**config.mk**
```make
export PLATFORM = sky130hd
export DESIGN_NAME = iprl_ctrl
export DESIGN_NICKNAME = d
export VERILOG_FILES = /design/src/rtl/core/iprl_pkg.sv /design/src/rtl/core/iprl_ctrl.sv
export SDC_FILE = /design/constraint.sdc
export NUM_CORES = 1
export LEC_CHECK = 0
export BUFFER_PORTS_ARGS = -buffer_cell sky130_fd_sc_hd__clkbuf_2
export CORE_AREA = 2 2 39 41
export CTS_CLUSTER_SIZE = 14
export DETAILED_ROUTE_END_ITERATION = 8
export DIE_AREA = 0 0 41 43
export PLACE_DENSITY_LB_ADDON = 0.12
export SKIP_CTS_REPAIR_TIMING = 1
export SKIP_LAST_GASP = 1
export SYNTH_ARGS = -nofsm -noshare
export SYNTH_HDL_FRONTEND = slang
export SYNTH_SLANG_ARGS = --single-unit
```
**constraint.sdc**
```tcl
create_clock -name aclk -period 2.5 [get_ports aclk]
set_input_delay 0.125 -clock aclk [delete_from_list [all_inputs] [get_ports aclk]]
set_output_delay 0.125 -clock aclk [all_outputs]
set_load 0.05 [all_outputs]
```
**src/rtl/core/iprl_pkg.sv**
```systemverilog
package iprl_pkg;

    // table geometry and field widths
    localparam int TABLE_DEPTH = 1024;
    localparam int IDX_W       = $clog2(TABLE_DEPTH);
    localparam int CNT_W       = IDX_W + 1;
    localparam int ADDR_W      = 32;
    localparam int REGION_W    = 16;
    localparam int WORD_W      = 2 * ADDR_W + REGION_W;

    localparam logic [CNT_W-1:0] DEPTH_CNT = CNT_W'(TABLE_DEPTH);

    // item command codes
    localparam logic CMD_WRITE  = 1'b0;
    localparam logic CMD_LOOKUP = 1'b1;

    // controller to datapath
    typedef struct packed {
        logic wr;         // store one table entry
        logic start;      // begin search, issue first read
        logic step;       // consume probe data, issue next read
        logic res_miss;   // result is no match
        logic res_check;  // final range check on selected entry
        logic out_load;   // move result into output register
    } iprl_cmd_t;

    // datapath to controller
    typedef struct packed {
        logic probe_next; // search interval still open
        logic empty_next; // no entry has start at or below address
    } iprl_status_t;

endpackage

```
**src/rtl/core/iprl_ctrl.sv**
```systemverilog
module iprl_ctrl (
    input  logic                   aclk,
    input  logic                   aresetn,
    input  logic                   s_valid,
    output logic                   s_ready,
    input  logic                   s_command,
    output logic                   m_valid,
    input  logic                   m_ready,
    output iprl_pkg::iprl_cmd_t    cmd,
    input  iprl_pkg::iprl_status_t status
);

    typedef enum logic [1:0] {
        ST_IDLE,
        ST_PROBE,
        ST_CHECK,
        ST_DONE
    } state_t;

    state_t state_reg, state_next;
    logic   m_valid_reg, m_valid_next;

    // next state and datapath commands
    always_comb begin
        cmd          = '0;
        state_next   = state_reg;
        m_valid_next = m_valid_reg;
        if (m_valid_reg && m_ready) begin
            m_valid_next = 1'b0;
        end
        case (state_reg)
            ST_IDLE: begin
                if (s_valid) begin
                    if (s_command == iprl_pkg::CMD_WRITE) begin
                        cmd.wr = 1'b1;
                    end else begin
                        cmd.start = 1'b1;
                    end
                end
            end
            ST_PROBE: begin
                cmd.step = 1'b1;
            end
            ST_CHECK: begin
                cmd.res_check = 1'b1;
                state_next    = ST_DONE;
            end
            ST_DONE: begin
                if (!m_valid_reg || m_ready) begin
                    cmd.out_load = 1'b1;
                    m_valid_next = 1'b1;
                    state_next   = ST_IDLE;
                end
            end
            default: begin
                state_next = ST_IDLE;
            end
        endcase
        // branch on the search interval after a start or a probe
        if (cmd.start || cmd.step) begin
            if (status.probe_next) begin
                state_next = ST_PROBE;
            end else if (status.empty_next) begin
                cmd.res_miss = 1'b1;
                state_next   = ST_DONE;
            end else begin
                state_next = ST_CHECK;
            end
        end
    end

    // state and output valid
    always_ff @(posedge aclk) begin
        if (!aresetn) begin
            state_reg   <= ST_IDLE;
            m_valid_reg <= 1'b0;
        end else begin
            state_reg   <= state_next;
            m_valid_reg <= m_valid_next;
        end
    end

    assign s_ready = (state_reg == ST_IDLE);
    assign m_valid = m_valid_reg;

endmodule

```
# == After elaboration in Yosys (flattened, before gate mapping) ==
# Index checks and enable logic that the tools add are counted.
# W data, S select, Z words.
# word_totals
input_bits,7
output_inout_bits,8
wordCells,32
reg_bits,3
# op_classes
eq_ne,4
reduce_logical,7
muxes,19
# ops
operator,count
$mux W1,13
$mux W2,5
$eq A2 B2 Y1 const B,2
$pmux W2 S2,1
$ne A3 B3 Y1 const B,1
$reduce_bool A3 Y1,1
$eq A2 B1 Y1 const B,1
$logic_not A2 Y1,1
$logic_or A1 B1 Y1,2
$reduce_and A2 Y1,1
$logic_and A1 B1 Y1,1
$logic_not A1 Y1,1

# == Longest topological paths before layout ==
# depth
word_depth,6
ltp_mapped,4

# == Worst setup path after synthesis ==
# No wires, ideal clock.
# synth_timing
path_kind,reg2out
startpoint,register state_reg[1]
endpoint,output port cmd[2] in the netlist's numbering
path_stages_with_launch,3
slack_ns,0.294
required_ns,2.375
t_arrival_ns,2.081
cell_sequence,dfxtp_1 -> buf_6 -> nor4b_1
# synth_lines
item,line,rtl
from (decl),iprl_ctrl.sv:20,"state_t state_reg, state_next;"
from (signal assigned),iprl_ctrl.sv:78,state_reg <= state_next;
to (decl),iprl_ctrl.sv:9,"output iprl_pkg::iprl_cmd_t cmd,"

==> results.json <==
{
  "yosys_warnings": 0,
  "p_per_area_nw_per_um2": 714,
  "leakage_nw": 0.142,
  "cts-root-buf": "clkbuf_4",
  "cp_max_fo": 8,
  "die_w_um": 41,
  "grt.total_usage": 0.0762,
  "ys_types": 14,
  "rr_startpoint": "state_reg[1]",
  "grt_max_degree": 11,
  "final_area_um2": 283,
  "max_freq_ghz": 0.686,
  "final_common_cell": "clkbuf_2",
  "clk-insertion-delay-late_ns": 0.23,
  "fp-row-count": 14,
  "grt-busiest-layer": "met4",
  "met3_usage": 0.0471,
  "synthAdderAreaFrac": 0,
  "cts.htree.levels": 1,
  "arrival_ns": 1.33,
  "met1_usage": 0.0769,
  "wl_per_cell_um": 8.91,
  "io_pins": 15,
  "drc": 0,
  "rsz0062_at_grt": "false",
  "cp-startpoint": "state_reg[0]",
  "setup_viol": 0,
  "drive_gt1_frac": 0.459,
  "via_count": 203,
  "synthSimpleGateAreaFrac": 0.394,
  "synth-compound-area-share": 0.204,
  "reg2reg_to": "state_reg[0]",
  "hold_violations": 0,
  "first_global_vias": 205,
  "synth.cell_area_um2": 178,
  "largest_reg_flops": 2,
  "cts.clk_slew.worst_paths_ns": 0.04,
  "ys_ff_latch": 3,
  "setup_tns_ns": 0,
  "r2r_slack_ns": 1.51,
  "postRouteAntennaNets": 0,
  "start_util": 0.128,
  "drtIter0Drc": 1,
  "cts_tree": "built",
  "die_h_um": 43,
  "r2r_cells": 3,
  "cts_num_sinks": 3,
  "worst_slew_pin_slew_ns": 0.282,
  "cp_data_required_time_ns": 2.38,
  "regArea_um2": 60.1,
  "grt_antenna_before_repair": 0,
  "whs_ns": 0.157,
  "core_um2": 1380,
  "relSlewSlack": 0.810,
  "fin_cells": 53,
  "grt_overflow": 0,
  "synth_mux_area_frac": 0,
  "area_delta_synth_final_pct": 59.2,
  "use_met2": 0.0875,
  "n_antenna_cell": 0,
  "place_area_um2": 256,
  "syn-num-nets": 27,
  "startpoint_type": "flip-flop",
  "post-layout-total-power_w": 0.000202,
  "hold_path.class": "primary input to flip-flop",
  "io_buffers": 14,
  "synth_top_family_by_area": "simple AND/OR/NAND/NOR gates",
  "ys_seq_area_frac": 0.338,
  "wl_um": 472,
  "die_area_um2": 1760,
  "synth.avg_cell_area_um2": 8.88,
  "nets": 45,
  "fin_crit_ns": 1.46,
  "synthCells": 20,
  "status": "completed",
  "fillCellCount": 168,
  "fin_crit_sh": 0.583,
  "crit_path_end_kind": "output pin",
  "cts_buffers": 3,
  "clock_skew_ns": 0.00229,
  "dr.pass1.iters": 3,
  "viasPerCell": 3.83,
  "vdd_drop_max_uv": 178,
  "cap_violations": 0,
  "synth-xor-area-share": 0,
  "multiInputGateArea_um2": 106,
  "crit_path_end": "cmd[2]",
  "gp_congestion": 0.690,
  "critical_path_class": "flip-flop to output pin",
  "clockBufferDepth": 2,
  "mostFrequentLayoutCells": "clkbuf_2 (14), clkbuf_4 (3), dfxtp_1 (3)",
  "grt_pass1_wl_um": 800,
  "report.final.slew_viol_count": 0,
  "dp.cells": 49
}
==> worst min path at each step <==
stage | from | end | cells past startpoint
2_1_floorplan | status[0] | state_reg[0] | 1
3_3_place_gp | aresetn | state_reg[1] | 2
3_5_place_dp | aresetn | state_reg[1] | 2
4_1_cts | aresetn | state_reg[1] | 2
5_1_grt | status[0] | state_reg[0] | 2
6_report | aresetn | state_reg[1] | 2
==> synth_stat cells, drive strengths merged <==
library cell,instances,share of area
dfxtp,3,0.34
and3,2,0.070
nand2b,2,0.070
nor2b,2,0.070
nor4b,2,0.099
a211oi,1,0.042
a21boi,1,0.042
a21oi,1,0.028
a31oi,1,0.035
and2b,1,0.042
buf,1,0.063
nand2,1,0.021
nor2,1,0.021
o311a,1,0.056
==> cell families after synthesis <==
family,after synthesis
AOI/OAI and AO/OA,5
and+or+nand+nor,11
buffers and inverters,1
DFF,3
==> through the flow <==
step / util / worst slack [ns]
global placement: 0.185 / 1.35
global route: 0.204 / 0.937
finish: 0.204 / 1.04
detailed placement: 0.185 / 1.26
CTS: 0.204 / 1.01
floorplan: - / 0.294
==> where the power goes <==
group	total, W	internal, W	switching [W]
clock	0.0000848	0.0000598	0.0000250
sequential	0.0000566	0.0000512	0.00000543
combinational	0.0000604	0.0000176	0.0000428
total	0.000202	0.000129	0.0000732
==> critical path, cell delays in order (launching register included) <==
cell and delay (ns):
dfxtp_1 0.43, a21oi_1 0.06, nor4b_1 0.28, clkbuf_2 0.33
==> final cells by class <==
cell class,instances,area share
multi-input combinational,16,0.376
tap,16,0.0708
sequential,3,0.212
clock buffer,4,0.0929
timing repair buffer,14,0.248
==> layer usage <==
layer / share of wire / wire length, um / vias to the layer above
met5: 0 / 0 / -
met2: 0.53 / 248 / 7
met4: 0 / 0 / 0
met1: 0.42 / 197 / 87
met3: 0.055 / 26 / 0
li1: - / - / 109
(Power assumes the default switching activity.)
